--- config.mk ---
export PLATFORM = sky130hd
export DESIGN_NAME = telnet_client_negotiator_core_flat
export DESIGN_NICKNAME = d
export VERILOG_FILES = /design/src/sv/tcn_pkg.sv /design/src/sv/tcn_if.sv /design/src/sv/tcn_front.sv /design/src/sv/tcn_queue.sv /design/src/sv/tcn_back.sv /design/src/sv/telnet_client_negotiator_core.sv /design/src/flat_wrapper.sv
export SDC_FILE = /design/constraint.sdc
export NUM_CORES = 1
export LEC_CHECK = 0
export BUFFER_PORTS_ARGS = -buffer_cell sky130_fd_sc_hd__buf_2
export CORE_MARGIN = 3
export CORE_UTILIZATION = 43
export DETAILED_ROUTE_END_ITERATION = 8
export SLEW_MARGIN = 20
export SYNTH_ARGS = -nofsm -noshare
export SYNTH_HDL_FRONTEND = slang
export SYNTH_SLANG_ARGS = --single-unit
--- constraint.sdc ---
create_clock -name clock -period 8.66 [get_ports clock]
set_input_delay 2.165 -clock clock [delete_from_list [all_inputs] [get_ports clock]]
set_output_delay 2.165 -clock clock [all_outputs]
set_load 0.005 [all_outputs]
--- src/sv/tcn_pkg.sv ---
// Shared types, byte codes and tables of the telnet client negotiator.
`default_nettype none
package tcn_pkg;

   localparam int TERM_BYTES_DEF = 8;
   localparam int QUEUE_DEPTH    = 4;
   localparam int POS_W          = 5;

   // telnet command and option bytes
   localparam logic [7:0] B_IAC      = 8'd255;
   localparam logic [7:0] B_DONT     = 8'd254;
   localparam logic [7:0] B_DO       = 8'd253;
   localparam logic [7:0] B_WONT     = 8'd252;
   localparam logic [7:0] B_WILL     = 8'd251;
   localparam logic [7:0] B_SB       = 8'd250;
   localparam logic [7:0] B_SE       = 8'd240;
   localparam logic [7:0] OPT_BINARY = 8'd0;
   localparam logic [7:0] OPT_ECHO   = 8'd1;
   localparam logic [7:0] OPT_SGA    = 8'd3;
   localparam logic [7:0] OPT_TTYPE  = 8'd24;
   localparam logic [7:0] OPT_NAWS   = 8'd31;
   localparam logic [7:0] OPT_TSPEED = 8'd32;
   localparam logic [7:0] SUB_SEND   = 8'd1;
   localparam logic [7:0] SUB_IS     = 8'd0;

   localparam logic [1:0] FUNC_NET   = 2'd0;
   localparam logic [1:0] FUNC_APP   = 2'd1;
   localparam logic [1:0] FUNC_START = 2'd2;

   localparam logic [1:0] CSR_TERM_CHARS = 2'd0;
   localparam logic [1:0] CSR_TERM_LEN   = 2'd1;
   localparam logic [1:0] CSR_COLS       = 2'd2;
   localparam logic [1:0] CSR_ROWS       = 2'd3;

   localparam logic DEST_NET = 1'b0;
   localparam logic DEST_APP = 1'b1;

   typedef enum logic [3:0] {
      PS_DATA     = 4'd0,
      PS_IAC      = 4'd1,
      PS_DONT     = 4'd2,
      PS_SB       = 4'd3,
      PS_WILL     = 4'd4,
      PS_WONT     = 4'd5,
      PS_DO       = 4'd6,
      PS_SBOPT    = 4'd7,
      PS_SEND     = 4'd8,
      PS_SEND_IAC = 4'd9
   } tcn_pstate_type;

   // what the back end has to emit after the echo-out bytes
   typedef enum logic [2:0] {
      K_NONE,
      K_DATA,
      K_REPLY,
      K_NAWS,
      K_TTYPE,
      K_TSPEED,
      K_START
   } tcn_kind_type;

   typedef struct packed {
      tcn_kind_type   kind;
      logic [1:0]     pre_cnt;    // network copies of an application byte
      logic [7:0]     data;
      logic [7:0]     verb;
      logic           pre_echo;
      logic           pre_bin;
      tcn_pstate_type pre_state;
      logic           post_echo;
      logic           post_bin;
      tcn_pstate_type post_state;
   } tcn_job_type;

   function automatic logic [7:0] speed_char(input logic [3:0] idx);
      logic [7:0] ch;
      unique case (idx)
         4'd0, 4'd6:  ch = 8'h31;
         4'd1, 4'd7:  ch = 8'h39;
         4'd2, 4'd8:  ch = 8'h32;
         4'd5:        ch = 8'h2C;
         default:     ch = 8'h30;
      endcase
      return ch;
   endfunction

endpackage
`default_nettype wire

--- src/sv/tcn_if.sv ---
// Valid/ready channel interfaces for requests and responses.
`default_nettype none
interface tcn_req_if;
   logic       valid;
   logic       ready;
   logic [1:0] func;
   logic [7:0] in_byte;

   modport source (output valid, func, in_byte, input ready);
   modport sink (input valid, func, in_byte, output ready);
endinterface

interface tcn_rsp_if;
   logic       valid;
   logic       ready;
   logic       dest;
   logic [7:0] out_byte;
   logic       last;
   logic       echo_on;
   logic       binary_on;
   logic [3:0] parse_state;

   modport source (output valid, dest, out_byte, last, echo_on, binary_on, parse_state,
                   input ready);
   modport sink (input valid, dest, out_byte, last, echo_on, binary_on, parse_state,
                 output ready);
endinterface
`default_nettype wire

--- src/sv/tcn_front.sv ---
// Front end: takes one byte per cycle while the job queue has room, runs the IAC parser and queues reply jobs.
`default_nettype none
module tcn_front import tcn_pkg::*; (
   input  wire logic    clock,
   input  wire logic    reset,
   tcn_req_if.sink      req_chan,
   input  wire logic    queue_full,
   output tcn_job_type  push_job,
   output logic         push
);

   tcn_pstate_type state_ff, state_in;
   logic [7:0]     sub_ff, sub_in;
   logic           echo_ff, echo_in;
   logic           bin_ff, bin_in;
   logic           accept;
   logic           do_parse;
   logic [7:0]     c;
   tcn_kind_type   kind;
   logic [7:0]     verb;
   logic [1:0]     pre_cnt;

   assign req_chan.ready = !queue_full;
   assign accept         = req_chan.valid && !queue_full;
   assign c              = req_chan.in_byte;

   always_ff @(posedge clock) begin
      if (reset) begin
         state_ff <= PS_DATA;
         sub_ff   <= 8'd0;
         echo_ff  <= 1'b1;
         bin_ff   <= 1'b0;
      end else if (accept) begin
         state_ff <= state_in;
         sub_ff   <= sub_in;
         echo_ff  <= echo_in;
         bin_ff   <= bin_in;
      end
   end

   always_comb begin
      state_in = state_ff;
      sub_in   = sub_ff;
      echo_in  = echo_ff;
      bin_in   = bin_ff;
      kind     = K_NONE;
      verb     = B_WONT;
      pre_cnt  = 2'd0;
      do_parse = 1'b0;

      unique case (req_chan.func)
         FUNC_NET: do_parse = (c != 8'd0);
         FUNC_APP: begin
            pre_cnt  = (c == B_IAC) ? 2'd2 : 2'd1;
            do_parse = echo_ff;
         end
         FUNC_START: kind = K_START;
         default: ;
      endcase

      if (do_parse) begin
         unique case (state_ff)
            PS_DATA: begin
               if (c == B_IAC) state_in = PS_IAC;
               else kind = K_DATA;
            end
            PS_IAC: begin
               priority case (c)
                  B_IAC: begin
                     state_in = PS_DATA;
                     kind     = K_DATA;
                  end
                  B_WILL:  state_in = PS_WILL;
                  B_WONT:  state_in = PS_WONT;
                  B_DO:    state_in = PS_DO;
                  B_DONT:  state_in = PS_DONT;
                  B_SB:    state_in = PS_SB;
                  default: state_in = PS_DATA;
               endcase
            end
            PS_DO: begin
               state_in = PS_DATA;
               kind     = (c == OPT_NAWS) ? K_NAWS : K_REPLY;
               verb     = B_WONT;
               if (c == OPT_BINARY) begin
                  bin_in = 1'b1;
                  verb   = B_WILL;
               end else if (c == OPT_ECHO) begin
                  echo_in = 1'b1;
                  verb    = B_WILL;
               end else if (c == OPT_TTYPE || c == OPT_NAWS || c == OPT_TSPEED) begin
                  verb = B_WILL;
               end
            end
            PS_WILL: begin
               state_in = PS_DATA;
               kind     = K_REPLY;
               verb     = B_DONT;
               if (c == OPT_ECHO) begin
                  echo_in = 1'b0;
                  verb    = B_DO;
               end else if (c == OPT_SGA) begin
                  verb = B_DO;
               end else if (c == OPT_BINARY) begin
                  bin_in = 1'b1;
                  verb   = B_DO;
               end
            end
            PS_DONT: begin
               if (c == OPT_ECHO) echo_in = 1'b0;
               state_in = PS_DATA;
               kind     = K_REPLY;
               verb     = B_WONT;
            end
            PS_WONT: begin
               if (c == OPT_BINARY) bin_in = 1'b0;
               else if (c == OPT_ECHO) echo_in = 1'b1;
               state_in = PS_DATA;
               kind     = K_REPLY;
               verb     = B_DONT;
            end
            PS_SB: begin
               sub_in   = c;
               state_in = PS_SBOPT;
            end
            PS_SBOPT: state_in = (c == SUB_SEND) ? PS_SEND : PS_DATA;
            PS_SEND:  state_in = (c == B_IAC) ? PS_SEND_IAC : PS_DATA;
            PS_SEND_IAC: begin
               // any byte closes the subnegotiation
               state_in = PS_DATA;
               if (sub_ff == OPT_TTYPE) kind = K_TTYPE;
               else if (sub_ff == OPT_TSPEED) kind = K_TSPEED;
            end
            default: state_in = PS_DATA;
         endcase
      end

      push_job.kind       = kind;
      push_job.pre_cnt    = pre_cnt;
      push_job.data       = c;
      push_job.verb       = verb;
      push_job.pre_echo   = echo_ff;
      push_job.pre_bin    = bin_ff;
      push_job.pre_state  = state_ff;
      push_job.post_echo  = echo_in;
      push_job.post_bin   = bin_in;
      push_job.post_state = state_in;
      push = accept && (pre_cnt != 2'd0 || kind != K_NONE);
   end

endmodule
`default_nettype wire

--- src/sv/tcn_queue.sv ---
// Short job queue between the parser front end and the byte sequencer.
`default_nettype none
module tcn_queue import tcn_pkg::*; #(
   parameter int DEPTH = QUEUE_DEPTH
) (
   input  wire logic         clock,
   input  wire logic         reset,
   input  wire logic         push,
   input  tcn_job_type       push_job,
   output logic              full,
   input  wire logic         pop,
   output logic              head_valid,
   output tcn_job_type       head_job
);

   localparam int AW = (DEPTH > 1) ? $clog2(DEPTH) : 1;
   localparam int CW = $clog2(DEPTH + 1);

   tcn_job_type   slot_ff [DEPTH];
   logic [AW-1:0] wr_ff, rd_ff;
   logic [CW-1:0] cnt_ff;

   function automatic logic [AW-1:0] bump(input logic [AW-1:0] p);
      return (p == AW'(DEPTH - 1)) ? '0 : p + 1'b1;
   endfunction

   assign full       = (cnt_ff == CW'(DEPTH));
   assign head_valid = (cnt_ff != '0);
   assign head_job   = slot_ff[rd_ff];

   always_ff @(posedge clock) begin
      if (push) slot_ff[wr_ff] <= push_job;
   end

   always_ff @(posedge clock) begin
      if (reset) begin
         wr_ff  <= '0;
         rd_ff  <= '0;
         cnt_ff <= '0;
      end else begin
         if (push) wr_ff <= bump(wr_ff);
         if (pop) rd_ff <= bump(rd_ff);
         if (push && !pop) cnt_ff <= cnt_ff + 1'b1;
         else if (pop && !push) cnt_ff <= cnt_ff - 1'b1;
      end
   end

endmodule
`default_nettype wire

--- src/sv/tcn_back.sv ---
// Back end: expands one queued job into response bytes, one per cycle while rsp_chan is ready.
`default_nettype none
module tcn_back import tcn_pkg::*; #(
   parameter int TERM_BYTES = TERM_BYTES_DEF
) (
   input  wire logic                    clock,
   input  wire logic                    reset,
   input  wire logic                    head_valid,
   input  tcn_job_type                  head_job,
   output logic                         pop,
   input  wire logic [8*TERM_BYTES-1:0] term_chars,
   input  wire logic [3:0]              term_len,
   input  wire logic [7:0]              window_cols,
   input  wire logic [7:0]              window_rows,
   tcn_rsp_if.source                    rsp_chan
);

   localparam int TW = (TERM_BYTES > 1) ? $clog2(TERM_BYTES) : 1;

   logic [POS_W-1:0] idx_ff;
   logic             valid_ff;
   logic             dest_ff, last_ff, echo_ff, bin_ff;
   logic [7:0]       byte_ff;
   logic [3:0]       pstate_ff;

   logic             adv, is_last, in_pre;
   logic [3:0]       n_term;
   logic [POS_W-1:0] len, kind_len, q, tq;
   logic [TW-1:0]    ti;
   logic             dest;
   logic [7:0]       ob;

   assign adv = head_valid && (!valid_ff || rsp_chan.ready);
   assign pop = adv && is_last;

   always_comb begin
      n_term = (term_len > 4'(TERM_BYTES)) ? 4'(TERM_BYTES) : term_len;
      unique case (head_job.kind)
         K_NONE:   kind_len = POS_W'(0);
         K_DATA:   kind_len = POS_W'(1);
         K_REPLY:  kind_len = POS_W'(3);
         K_NAWS:   kind_len = POS_W'(12);
         K_TTYPE:  kind_len = POS_W'(6) + POS_W'(n_term);
         K_TSPEED: kind_len = POS_W'(17);
         K_START:  kind_len = POS_W'(6);
         default:  kind_len = POS_W'(0);
      endcase
      len     = kind_len + POS_W'(head_job.pre_cnt);
      is_last = (idx_ff == len - 1'b1);
      in_pre  = (idx_ff < POS_W'(head_job.pre_cnt));
      q       = idx_ff - POS_W'(head_job.pre_cnt);
      tq      = q - POS_W'(4);
      ti      = tq[TW-1:0];
      dest    = DEST_NET;
      ob      = head_job.data;

      if (!in_pre) begin
         unique case (head_job.kind)
            K_DATA: dest = DEST_APP;
            K_REPLY, K_NAWS: begin
               unique case (q)
                  POS_W'(0), POS_W'(3), POS_W'(10): ob = B_IAC;
                  POS_W'(1):  ob = head_job.verb;
                  POS_W'(2):  ob = head_job.data;
                  POS_W'(4):  ob = B_SB;
                  POS_W'(5):  ob = OPT_NAWS;
                  POS_W'(7):  ob = window_cols;
                  POS_W'(9):  ob = window_rows;
                  POS_W'(11): ob = B_SE;
                  default:    ob = 8'd0;
               endcase
            end
            K_TTYPE, K_TSPEED: begin
               if (q == POS_W'(0)) ob = B_IAC;
               else if (q == POS_W'(1)) ob = B_SB;
               else if (q == POS_W'(2))
                  ob = (head_job.kind == K_TTYPE) ? OPT_TTYPE : OPT_TSPEED;
               else if (q == POS_W'(3)) ob = SUB_IS;
               else if (q == kind_len - POS_W'(2)) ob = B_IAC;
               else if (q == kind_len - POS_W'(1)) ob = B_SE;
               else if (head_job.kind == K_TTYPE) ob = term_chars[8*ti +: 8];
               else ob = speed_char(tq[3:0]);
            end
            K_START: begin
               unique case (q)
                  POS_W'(0), POS_W'(3): ob = B_IAC;
                  POS_W'(1), POS_W'(4): ob = B_WILL;
                  POS_W'(2):            ob = OPT_TTYPE;
                  default:              ob = OPT_NAWS;
               endcase
            end
            default: ;
         endcase
      end
   end

   always_ff @(posedge clock) begin
      if (reset) begin
         idx_ff   <= '0;
         valid_ff <= 1'b0;
      end else begin
         if (adv) begin
            idx_ff   <= is_last ? '0 : idx_ff + 1'b1;
            valid_ff <= 1'b1;
         end else if (rsp_chan.ready) begin
            valid_ff <= 1'b0;
         end
      end
   end

   always_ff @(posedge clock) begin
      if (adv) begin
         dest_ff   <= dest;
         byte_ff   <= ob;
         last_ff   <= is_last;
         echo_ff   <= in_pre ? head_job.pre_echo : head_job.post_echo;
         bin_ff    <= in_pre ? head_job.pre_bin : head_job.post_bin;
         pstate_ff <= in_pre ? head_job.pre_state : head_job.post_state;
      end
   end

   assign rsp_chan.valid       = valid_ff;
   assign rsp_chan.dest        = dest_ff;
   assign rsp_chan.out_byte    = byte_ff;
   assign rsp_chan.last        = last_ff;
   assign rsp_chan.echo_on     = echo_ff;
   assign rsp_chan.binary_on   = bin_ff;
   assign rsp_chan.parse_state = pstate_ff;

endmodule
`default_nettype wire

--- src/sv/telnet_client_negotiator_core.sv ---
// Top level of the telnet client negotiator: config registers, parser, queue, sequencer.
//
//   channel    dir  handshake       payload
//   req_chan   in   valid/ready     func, in_byte
//   rsp_chan   out  valid/ready     dest, out_byte, last, echo_on, binary_on, parse_state
//   csr_*      in   csr_we          csr_index, csr_wdata
//
// The parser takes one byte per cycle while the job queue has room.
// The sequencer sends the response bytes of each item in order (1 to 19 per item);
// data bytes stream at 1/cycle while rsp_chan is ready.
// Reset is synchronous; after it the block accepts at once.
// A stalled rsp_chan fills the 4-entry job queue before req_chan stalls.
`default_nettype none
module telnet_client_negotiator_core import tcn_pkg::*; #(
   parameter int TERM_BYTES = TERM_BYTES_DEF
) (
   input  wire logic        clock,
   input  wire logic        reset,
   tcn_req_if.sink          req_chan,
   tcn_rsp_if.source        rsp_chan,
   input  wire logic        csr_we,
   input  wire logic [1:0]  csr_index,
   input  wire logic [63:0] csr_wdata
);

   logic [8*TERM_BYTES-1:0] term_chars_ff;
   logic [3:0]              term_len_ff;
   logic [7:0]              cols_ff, rows_ff;

   tcn_job_type push_job, head_job;
   logic        push, queue_full, pop, head_valid;

   always_ff @(posedge clock) begin
      if (reset) begin
         term_chars_ff <= '0;
         term_len_ff   <= 4'd0;
         cols_ff       <= 8'd80;
         rows_ff       <= 8'd24;
      end else if (csr_we) begin
         unique case (csr_index)
            CSR_TERM_CHARS: term_chars_ff <= csr_wdata[8*TERM_BYTES-1:0];
            CSR_TERM_LEN:   term_len_ff   <= csr_wdata[3:0];
            CSR_COLS:       cols_ff       <= csr_wdata[7:0];
            CSR_ROWS:       rows_ff       <= csr_wdata[7:0];
            default: ;
         endcase
      end
   end

   tcn_front u_front (
      .clock      (clock),
      .reset      (reset),
      .req_chan   (req_chan),
      .queue_full (queue_full),
      .push_job   (push_job),
      .push       (push)
   );

   tcn_queue #(.DEPTH(QUEUE_DEPTH)) u_queue (
      .clock      (clock),
      .reset      (reset),
      .push       (push),
      .push_job   (push_job),
      .full       (queue_full),
      .pop        (pop),
      .head_valid (head_valid),
      .head_job   (head_job)
   );

   tcn_back #(.TERM_BYTES(TERM_BYTES)) u_back (
      .clock       (clock),
      .reset       (reset),
      .head_valid  (head_valid),
      .head_job    (head_job),
      .pop         (pop),
      .term_chars  (term_chars_ff),
      .term_len    (term_len_ff),
      .window_cols (cols_ff),
      .window_rows (rows_ff),
      .rsp_chan    (rsp_chan)
   );

endmodule
`default_nettype wire

--- src/flat_wrapper.sv ---
// flat-port wrapper written by rule: the top's interface ports become plain ports
module telnet_client_negotiator_core_flat import tcn_pkg::*;
#(
   parameter int TERM_BYTES = TERM_BYTES_DEF
)
  (clock, reset, csr_we, csr_index, csr_wdata, req_chan_valid, req_chan_func, req_chan_in_byte, req_chan_ready, rsp_chan_valid, rsp_chan_dest, rsp_chan_out_byte, rsp_chan_last, rsp_chan_echo_on, rsp_chan_binary_on, rsp_chan_parse_state, rsp_chan_ready);
  tcn_req_if req_chan_i ();
  tcn_rsp_if rsp_chan_i ();
  input  wire logic clock;
  input  wire logic reset;
  input  wire logic csr_we;
  input  wire logic [1:0] csr_index;
  input  wire logic [63:0] csr_wdata;
  input wire logic [$bits(req_chan_i.valid)-1:0] req_chan_valid;
  input wire logic [$bits(req_chan_i.func)-1:0] req_chan_func;
  input wire logic [$bits(req_chan_i.in_byte)-1:0] req_chan_in_byte;
  output wire logic [$bits(req_chan_i.ready)-1:0] req_chan_ready;
  output wire logic [$bits(rsp_chan_i.valid)-1:0] rsp_chan_valid;
  output wire logic [$bits(rsp_chan_i.dest)-1:0] rsp_chan_dest;
  output wire logic [$bits(rsp_chan_i.out_byte)-1:0] rsp_chan_out_byte;
  output wire logic [$bits(rsp_chan_i.last)-1:0] rsp_chan_last;
  output wire logic [$bits(rsp_chan_i.echo_on)-1:0] rsp_chan_echo_on;
  output wire logic [$bits(rsp_chan_i.binary_on)-1:0] rsp_chan_binary_on;
  output wire logic [$bits(rsp_chan_i.parse_state)-1:0] rsp_chan_parse_state;
  input wire logic [$bits(rsp_chan_i.ready)-1:0] rsp_chan_ready;
  assign req_chan_i.valid = req_chan_valid;
  assign req_chan_i.func = req_chan_func;
  assign req_chan_i.in_byte = req_chan_in_byte;
  assign req_chan_ready = req_chan_i.ready;
  assign rsp_chan_valid = rsp_chan_i.valid;
  assign rsp_chan_dest = rsp_chan_i.dest;
  assign rsp_chan_out_byte = rsp_chan_i.out_byte;
  assign rsp_chan_last = rsp_chan_i.last;
  assign rsp_chan_echo_on = rsp_chan_i.echo_on;
  assign rsp_chan_binary_on = rsp_chan_i.binary_on;
  assign rsp_chan_parse_state = rsp_chan_i.parse_state;
  assign rsp_chan_i.ready = rsp_chan_ready;
  telnet_client_negotiator_core #(.TERM_BYTES(TERM_BYTES)) u_core (.clock(clock), .reset(reset), .req_chan(req_chan_i), .rsp_chan(rsp_chan_i), .csr_we(csr_we), .csr_index(csr_index), .csr_wdata(csr_wdata));
endmodule
==> results of run 1 <==
## worst paths after layout
path,start,to,slack [ns],cells past startpoint
setup / recovery,flip-flop,u_core.u_queue.cnt_ff[2],3.26,20
hold / removal,u_core.term_chars_ff[39],u_core.term_chars_ff[39],0.45,2
setup reg to reg,flip-flop,u_core.u_queue.cnt_ff[2],3.26,20
hold reg to reg,u_core.term_chars_ff[39],u_core.term_chars_ff[39],0.45,2
## synth_stat cells (7+ instances only)
| cell | n |
|---|---|
| xor2_1 | 10 |
| mux2_2 | 9 |
| ha_1 | 19 |
| clkbuf_1 | 45 |
| o21ai_0 | 16 |
| nand3b_1 | 9 |
| o22ai_1 | 7 |
| buf_1 | 9 |
| a22oi_1 | 8 |
| and2_1 | 9 |
| nand3_1 | 12 |
| nor2b_1 | 13 |
| edfxtp_1 | 128 |
| nor3_1 | 19 |
| nor2_1 | 59 |
| mux2i_1 | 25 |
| xnor2_1 | 20 |
| a31oi_1 | 8 |
| nand2_1 | 213 |
| mux4_2 | 44 |
| a21oi_1 | 107 |
| dfxtp_1 | 113 |
| inv_1 | 23 |
## placed cells by master, fill, tap and decap left out, types with 9 or more instances in the layout
master / n
edfxtp_1: 128
xnor2_1: 20
a21oi_1: 106
o21ai_0: 16
and2_1: 9
clkbuf_16: 27
mux4_2: 44
inv_1: 23
mux2i_1: 25
nor2_1: 59
xor2_1: 10
nor3_1: 18
nand3_1: 12
dfxtp_1: 112
ha_1: 19
nand3b_1: 9
buf_2: 97
buf_4: 19
mux2_2: 9
nor2b_1: 13
nand2_1: 213
## area by class of cell
| cell class | instances | area [µm²] |
|---|---|---|
| repair buffers | 116 | 628 |
| flip-flops and latches | 241 | 6110 |
| clock buffers | 36 | 729 |
| clock inverters | 11 | 82.6 |
| well taps | 330 | 413 |
| fillers | 2306 | 12600 |
| inverters | 23 | 86.3 |
| multi-input cells | 713 | 4950 |
## metal layers
metal  routed length, µm  track usage
met1               13100        0.286
met2               12400        0.295
met3                1830       0.0374
met4                 435       0.0413
met5                   0            0
## worst max-delay path, cell delays in order (launching register included)
cell and delay [ns]:
dfxtp_2 0.31, buf_4 0.48, mux4_2 0.74, a31oi_1 0.22, a2bb2oi_1 0.44, ha_1 0.24, inv_1 0.04, ha_1 0.18
inv_1 0.07, fa_1 0.41, xor2_1 0.14, o211ai_1 0.11, a2111oi_2 0.45, and2_1 0.29, inv_1 0.13, ha_1 0.25
inv_1 0.08, fa_1 0.18, xor2_1 0.07, or3_1 0.31, a21oi_1 0.15
## power by group through the flow
| stage | Clock [mW] | Combinational [mW] | Sequential, mW |
|---|---|---|---|
| floorplan | 0 | 1.09 | 1.45 |
| global placement | 0 | 1.50 | 1.47 |
| detailed placement | 0 | 1.51 | 1.47 |
| CTS | 1.08 | 1.51 | 1.45 |
| global route | 1.13 | 1.67 | 1.46 |
| finish | 1.06 | 1.52 | 1.45 |
## logic make-up after synthesis
kind of cell / count (synthesis) / synth area share
simple gates: 383 / 0.154
flops: 241 / 0.538
buf+inv: 83 / 0.0286
fa+ha+maj: 22 / 0.0262
xor+xnor: 32 / 0.0271
mux: 78 / 0.118
compound gates: 198 / 0.108
## flip-flops by register name, summed over array words and instances, names as in the netlist, 2 cells and up, named ones only
register                            cells
u_core.u_queue.slot_ff                112
u_core.term_chars_ff                   64
u_core.cols_ff                          8
u_core.rows_ff                          8
u_core.u_back.rsp_chan.out_byte         8
u_core.u_front.sub_ff                   8
u_core.u_back.idx_ff                    5
u_core.term_len_ff                      4
u_core.u_back.rsp_chan.parse_state      4
u_core.u_front.state_ff                 4
u_core.u_queue.cnt_ff                   3
u_core.u_queue.rd_ff                    2
u_core.u_queue.wr_ff                    2
## stage by stage
step / setup slack, ns / util / instance area (µm²) / hold slack, ns / power (mW)
after floorplan: 3.43 / - / 11400 / 0.433 / 2.54
after global placement: 3.12 / 0.477 / 12200 / 0.440 / 2.97
after detailed placement: 2.94 / 0.477 / 12200 / 0.443 / 2.98
after CTS: 3.22 / 0.509 / 13000 / 0.451 / 4.04
after global routing: 2.81 / 0.509 / 13000 / 0.465 / 4.26
final: 3.26 / 0.509 / 13000 / 0.451 / 4.02
==> summary.txt, run 1 <==
Clock tree
  – CTS Root Cell: clkbuf_16
  – CTS H-tree lvls: 1
  – TritonCTS clock tree: yes
  – Total CTS buffers: 26
  – Longest Clk Path Bufs: 3
  – Worst-path clk slew: 0.06 ns
  – CTS Sinks: 241
  – # Post-CTS Setup Buffers: 0
  – Skew-Pair Late Insertion Delay: 0.53 ns
  – Cts repair resizes: 0
  – CTS Hold Bufs: 0

Floorplanning
  – Die X: 169 µm
  – Starting Density: 0.445
  – Chip Height: 169 µm
  – Total I/O pin count: 99
  – Core area: 25,500 µm²
  – Die ar.: 28,400 µm²
  – FP Rows: 58

Placed design
  – Placed Cells: 1,423
  – DPL Wire Length: 19,200 µm
  – PortBufs: 98
  – Routability cong.: 0.905

Route
  – Detailed-router iteration count before antenna repair: 8
  – Residual DRC count: 0
  – Drt via density: 5.56
  – 1st-iter DRT viols: 724
  – Avg WL per Cell: 18.9 µm
  – Final WL: 27,800 µm
  – Vias: 8,176
  – ANT nets after route: 0

GRT
  – First-pass GRT wire length: 43,800 µm
  – Antenna violations before repair: 0
  – Largest net degree at the start of global routing: 83
  – Total grt overflow: 0
  – Tot GR Track Use: 0.192
  – Vias in the first global route: 7,933

Status
  – Status: completed

Synth
  – Synth area leader: edfxtp_1
  – Net Count, Synth: 1,140
  – Mean Syn Cell Area: 10.9 µm²
  – Area contributors post-synth: edfxtp_1, dfxtp_1, mux4_2
  – Syn Inst Count: 1,037
  – #FFs+latches synth: 241
  – Primary FF master, synth: edfxtp_1
  – Yosys warns: 0
  – Sequential area share after synthesis: 0.538
  – Yosys cell types: 72
  – Async S/R FF share, synth: 0
  – Top cell type's share of synthesized area: 0.339
  – Syn Std Cell Area: 11,400 µm²
  – Number of synthesized flops with an enable pin: 128

Pwr
  – Switching Power: 1.41 mW
  – Pwr per Cell Area: 310 nW/µm²
  – Net Sw Frac: 0.350
  – Seq pwr share: 0.359
  – Clock power frac: 0.263
  – P_leak: 4.59 nW
  – Power Internal: 2.62 mW
  – Gate power share: 0.377
  – Worst vdd ir: 0.262 mV

Layout
  – Fraction of layout cells with a size suffix above 1: 0.202
  – # diodes: 0
  – Area Overhead vs Synth: 14.4%
  – Final net count: 1,224
  – Non-filler instance count after layout: 1,470

Critical path
  – Critical path startpoint category: flip-flop
  – Crit. End Element: flip-flop
  – Critical path type: flip-flop to flip-flop
  – Critical path required time: 9.11 ns
  – Max FO, Critical Path: 32
  – WP data arrival: 5.85 ns

Timing
  – FMAX: 185 MHz
  – Fin crit period: 5.40 ns
  – Final setup viols: 0
  – Hold Vio Cnt, Final: 0
  – Final Cycle Share: 0.624
  – Post-route clock skew: 0.0154 ns
  – Slew headroom: 0.265
  – RSZ-0062 raised after global routing: no
  – Total Neg Setup Slack: 0 ns
  – Slew Limit Fails: 0
  – Least-Margin Pin Slew: 1.09 ns

Min path
  – Worst min-delay path class: flip-flop to flip-flop

Run
  – Max-capacitance violation count: 0
No activity file was read; power rests on OpenSTA's default activity.
==> run 2, diff against run 1 <==
==> constraint.sdc (replaced) <==
create_clock -name clock -period 4.5 [get_ports clock]
set_input_delay 1.125 -clock clock [delete_from_list [all_inputs] [get_ports clock]]
set_output_delay 1.125 -clock clock [all_outputs]
set_load 0.005 [all_outputs]
==> summary.txt, run 2 (synthesis results as in run 1) <==
Floorplanning
  – Die X: 169 µm
  – Die ar.: 28,400 µm²
  – Starting Density: 0.445
  – Total I/O pin count: 99
  – FP Rows: 58
  – Core area: 25,500 µm²
  – Chip Height: 169 µm

GRT
  – M2 GR Usage: 0.304
  – Antenna violations before repair: 0
  – First-pass GRT wire length: 45,000 µm
  – Total grt overflow: 0
  – Met3 Resource Use GR: 0.0285
  – Largest net degree at the start of global routing: 67
  – Met1 usage: 0.295
  – Vias in the first global route: 8,094
  – Tot GR Track Use: 0.196
  – GR peak layer: met2

Placed design
  – PortBufs: 98
  – Pre-CTS setup slack: 0.128 ns
  – Routability cong.: 0.911
  – DPL Wire Length: 19,900 µm

Timing
  – Post-route clock skew: 0.0155 ns
  – Slew Limit Fails: 0
  – Fin crit period: 4.26 ns
  – FMAX: 235 MHz
  – Final setup viols: 0
  – Least-Margin Pin Slew: 0.830 ns
  – Hold Vio Cnt, Final: 0
  – Final setup margin: 0.244 ns
  – RSZ-0062 raised after global routing: no
  – Final Cycle Share: 0.946
  – Total Neg Setup Slack: 0 ns
  – Slew headroom: 0.441

Critical path
  – Critical path startpoint category: flip-flop
  – Critical path required time: 4.97 ns
  – R2R depth: 19
  – Crit. End Element: flip-flop
  – Max FO, Critical Path: 6
  – WP data arrival: 4.73 ns
  – Critical path type: flip-flop to flip-flop

Layout
  – # diodes: 0
  – Area Overhead vs Synth: 17.6%
  – Fraction of layout cells with a size suffix above 1: 0.232
  – Largest regs: u_core.u_queue.slot_ff x112, u_core.term_chars_ff x64
  – Multi-input logic area: 4990 µm²
  – Fillers: 2,314
  – Commonest cells after routing, fill and taps aside: nand2_1, edfxtp_1, dfxtp_1, a21oi_1, buf_2
  – Most flop-heavy register: u_core.u_queue.slot_ff
  – Most common cell after layout, fill and taps aside: nand2_1
  – Max reg flops: 112
  – Final net count: 1,249
  – FF/Latch Area: 6110 µm²

Pwr
  – Pwr per Cell Area: 609 nW/µm²
  – P_leak: 4.78 nW
  – Total power: 8.13 mW
  – Worst vdd ir: 0.480 mV

Route
  – ANT nets after route: 0
  – Avg WL per Cell: 18.9 µm
  – Drt via density: 5.57
  – Final WL: 28,200 µm
  – Detailed-router iteration count before antenna repair: 7
  – Residual DRC count: 0
  – Vias: 8,320
  – 1st-iter DRT viols: 802

Run
  – Max-capacitance violation count: 0

Clock tree
  – CTS H-tree lvls: 1
  – CTS Sinks: 241
  – Longest Clk Path Bufs: 3
  – CTS Hold Bufs: 0
  – Skew-Pair Late Insertion Delay: 0.54 ns
  – CTS Root Cell: clkbuf_16
  – Total CTS buffers: 25
  – TritonCTS clock tree: yes
  – Worst-path clk slew: 0.07 ns

Status
  – Status: completed

Min path
  – Worst min-delay path class: flip-flop to flip-flop
  – Worst hold path depth: 2
[run 2: cell types whose count changed in the layout (fill, tap and decap cells not counted), moves of 2 or more]
cell	change
buf_4	+25
clkinv_2	-2
ha_1	-2
clkbuf_1	-7
ha_2	+2
bufinv_16	+4
[run 2: final cells by class]
cell class | count | share of cell area
Sequential cell | 241 | 0.458
Multi-Input combinational cell | 713 | 0.374
Timing Repair Buffer | 142 | 0.0622
Clock buffer | 28 | 0.0516
Tap cell | 330 | 0.0309
Clock inverter | 18 | 0.0173
Inverter | 23 | 0.00647
[run 2: worst paths after layout]
check                                               from                  endpoint  slack [ns]
worst max-delay path                           flip-flop  u_core.u_queue.cnt_ff[2]        0.24
worst min-delay path            u_core.term_chars_ff[16]  u_core.term_chars_ff[16]        0.45
worst max register to register                 flip-flop  u_core.u_queue.cnt_ff[2]        0.24
worst min register to register  u_core.term_chars_ff[16]  u_core.term_chars_ff[16]        0.45
[run 2: power by group]
part	total [mW]	internal, mW	leakage [nW]	switching, mW
combinational	3.06	1.32	2.23	1.75
clock	2.27	1.39	0.456	0.871
sequential	2.80	2.66	2.09	0.143
total	8.13	5.37	4.78	2.76
[run 2: layer usage]
metal,up-vias,part of all wire
met3,41,0.062
li1,3987,-
met4,0,0.022
met2,248,0.45
met1,4044,0.47
met5,-,0
[run 2: critical path: stages (launching register included)]
cell and delay (ns):
dfxtp_4 0.39, mux4_2 0.57, a21o_1 0.18, nand2_1 0.10
ha_1 0.24, inv_1 0.06, ha_2 0.17, inv_1 0.05
fa_1 0.49, xor2_1 0.14, o211ai_1 0.12, a2111oi_2 0.40
and2_4 0.24, inv_1 0.06, ha_2 0.20, inv_2 0.07
fa_2 0.20, xor2_1 0.07, or3_1 0.32, a21oi_2 0.14
[run 2: stage by stage]
| stage | std cells | utilization | area, µm² | hold slack, ns |
|---|---|---|---|---|
| floorplan | 1037 | - | 11400 | 0.433 |
| global placement | 1447 | 0.484 | 12400 | 0.440 |
| detailed placement | 1447 | 0.484 | 12400 | 0.447 |
| CTS | 1493 | 0.520 | 13300 | 0.456 |
| global route | 1495 | 0.523 | 13300 | 0.473 |
| finish | 1495 | 0.523 | 13300 | 0.453 |
[run 2: timing repair]
action | 4_1_cts | 5_1_grt
setup endpoints to repair | 0 | 2
endpoints found under the hold margin | 0 | 0
gates resized for setup | 0 | 12
setup buffers | 0 | 2
==> run 3, diff against run 2 <==
==> constraint.sdc (replaced) <==
create_clock -name clock -period 5 [get_ports clock]
set_input_delay 1.25 -clock clock [delete_from_list [all_inputs] [get_ports clock]]
set_output_delay 1.25 -clock clock [all_outputs]
set_load 0.005 [all_outputs]
==> summary.txt, run 3 (synthesis results as in run 1) <==
Critical path
  – CP max stage delay: 0.66 ns
  – Top delay family on crit path: adder cells
  – CP most frequent cell: inv_1
  – Crit. End Element: flip-flop
  – WP buf/inv: 4
  – Critical-path top delay cell: mux4_2
  – Critical path startpoint category: flip-flop
  – WP data arrival: 5.03 ns
  – Critical path type: flip-flop to flip-flop
  – Crit path cell chain: mux4_2 > a31oi_1 > a2bb2oi_1 > ha_1 > inv_1 > ha_1 > inv_1 > fa_1 > xor2_1 > o211ai_1 > a2111oi_2 > and2_2 > inv_1 > ha_1 > inv_1 > fa_1 > xor2_1 > or3_1 > a21oi_1
  – Max FO, Critical Path: 9
  – Critical path required time: 5.44 ns

Pwr
  – Worst vdd ir: 0.422 mV
  – Total power: 7.04 mW
  – Pwr per Cell Area: 536 nW/µm²
  – P_leak: 4.67 nW

Route
  – Detailed-router iteration count before antenna repair: 5
  – Final WL: 28,600 µm
  – Vias: 8,272
  – Avg WL per Cell: 19.2 µm
  – 1st-iter DRT viols: 741
  – ANT nets after route: 0
  – Residual DRC count: 0
  – Drt via density: 5.55

Floorplanning
  – Die ar.: 28,400 µm²
  – Die X: 169 µm
  – Starting Density: 0.445
  – FP Rows: 58
  – Total I/O pin count: 99
  – Chip Height: 169 µm
  – Core area: 25,500 µm²

Timing
  – Least-Margin Pin Slew: 1.01 ns
  – Fin crit period: 4.60 ns
  – Total Neg Setup Slack: 0 ns
  – Final Hold Slack: 0.451 ns
  – Slew Limit Fails: 0
  – Final setup margin: 0.404 ns
  – Post-route clock skew: 0.00956 ns
  – FMAX: 218 MHz
  – Final setup viols: 0
  – Final Cycle Share: 0.919
  – Slew headroom: 0.325
  – Hold Vio Cnt, Final: 0
  – RSZ-0062 raised after global routing: no

Clock tree
  – CTS Root Cell: clkbuf_16
  – Worst-path clk slew: 0.06 ns
  – TritonCTS clock tree: yes
  – CTS H-tree lvls: 1
  – Skew-Pair Late Insertion Delay: 0.52 ns
  – Total CTS buffers: 26
  – Longest Clk Path Bufs: 3
  – CTS Hold Bufs: 0
  – CTS Sinks: 241

Layout
  – Commonest cells after routing, fill and taps aside: nand2_1, edfxtp_1, dfxtp_1, a21oi_1, buf_2
  – Max reg flops: 112
  – Fillers: 2,277
  – Design area: 13,100 µm²
  – Most flop-heavy register: u_core.u_queue.slot_ff
  – Most common cell after layout, fill and taps aside: nand2_1
  – Area Overhead vs Synth: 15.6%
  – FF/Latch Area: 6110 µm²
  – Non-filler instance count after layout: 1,490
  – Final net count: 1,244
  – # diodes: 0
  – Final core utilization: 0.514
  – Multi-input logic area: 4950 µm²
  – Largest regs: u_core.u_queue.slot_ff x112, u_core.term_chars_ff x64
  – Fraction of layout cells with a size suffix above 1: 0.219

GRT
  – First-pass GRT wire length: 45,200 µm
  – Antenna violations before repair: 0
  – Tot GR Track Use: 0.199
  – Total grt overflow: 0
  – Vias in the first global route: 8,095
  – Largest net degree at the start of global routing: 95

Status
  – Status: completed

Placed design
  – Routability cong.: 0.892
  – DP Area: 12,300 µm²
  – PortBufs: 98
  – DPL Wire Length: 19,900 µm
  – Placed Cells: 1,438
  – Pre-CTS setup slack: 0.303 ns

Min path
  – Worst min-delay path class: flip-flop to flip-flop

Run
  – Max-capacitance violation count: 0
[run 3: cell types whose count changed in the layout (fill, tap and decap cells not counted), sizes merged]
cell	previous run	this run
buf	142	136
inv	26	23
clkinvlp	1	3
clkinv	9	8
clkbuf	28	36
bufinv	5	0
[run 3: power by group]
part           internal (mW)  leakage, nW  switching (mW)  total, mW
registers               2.39         2.09           0.121       2.51
clock network           1.03        0.387           0.753       1.78
logic                   1.15         2.19            1.60       2.75
[run 3: path summary, 6_finish.rpt]
check                           start                        to  slack, ns  depth (start not counted)
max                         flip-flop  u_core.u_queue.cnt_ff[2]       0.40                         19
min          u_core.term_chars_ff[53]  u_core.term_chars_ff[53]       0.45                          2
max reg2reg                 flip-flop  u_core.u_queue.cnt_ff[2]       0.40                         19
min reg2reg  u_core.term_chars_ff[53]  u_core.term_chars_ff[53]       0.45                          2
[run 3: timing repair]
action / CTS / global route
resized for setup: 0 / 2
setup endpoints to repair: 0 / 2
buffers inserted: 0 / 5
[run 3: final cells by class]
| type | count | share of cell area |
|---|---|---|
| Clock buffer | 36 | 0.0561 |
| Clock inverter | 11 | 0.00438 |
| Inverter | 23 | 0.00658 |
| Multi-Input combinational cell | 713 | 0.377 |
| Sequential cell | 241 | 0.465 |
| Tap cell | 330 | 0.0315 |
| Timing Repair Buffer | 136 | 0.0593 |
[run 3: per-layer routing]
layer	wire length [µm]	GRT usage	up-vias
li1	-	-	3963
met2	13000	0.311	221
met1	13500	0.296	4056
met5	0	0	-
met3	1640	0.0357	32
met4	494	0.0381	0
[run 3: worst register-to-register path, delay by kind of cell (launching register included)]
family	cells	cell delay, ns
AO/OA/AOI/OAI	5	1.18
XOR/XNOR	2	0.21
adder cells (fa/ha/maj)	5	1.19
buffers and inverters	4	0.28
flip-flops	1	0.42
multiplexers	1	0.66
AND/OR/NAND/NOR	2	0.56
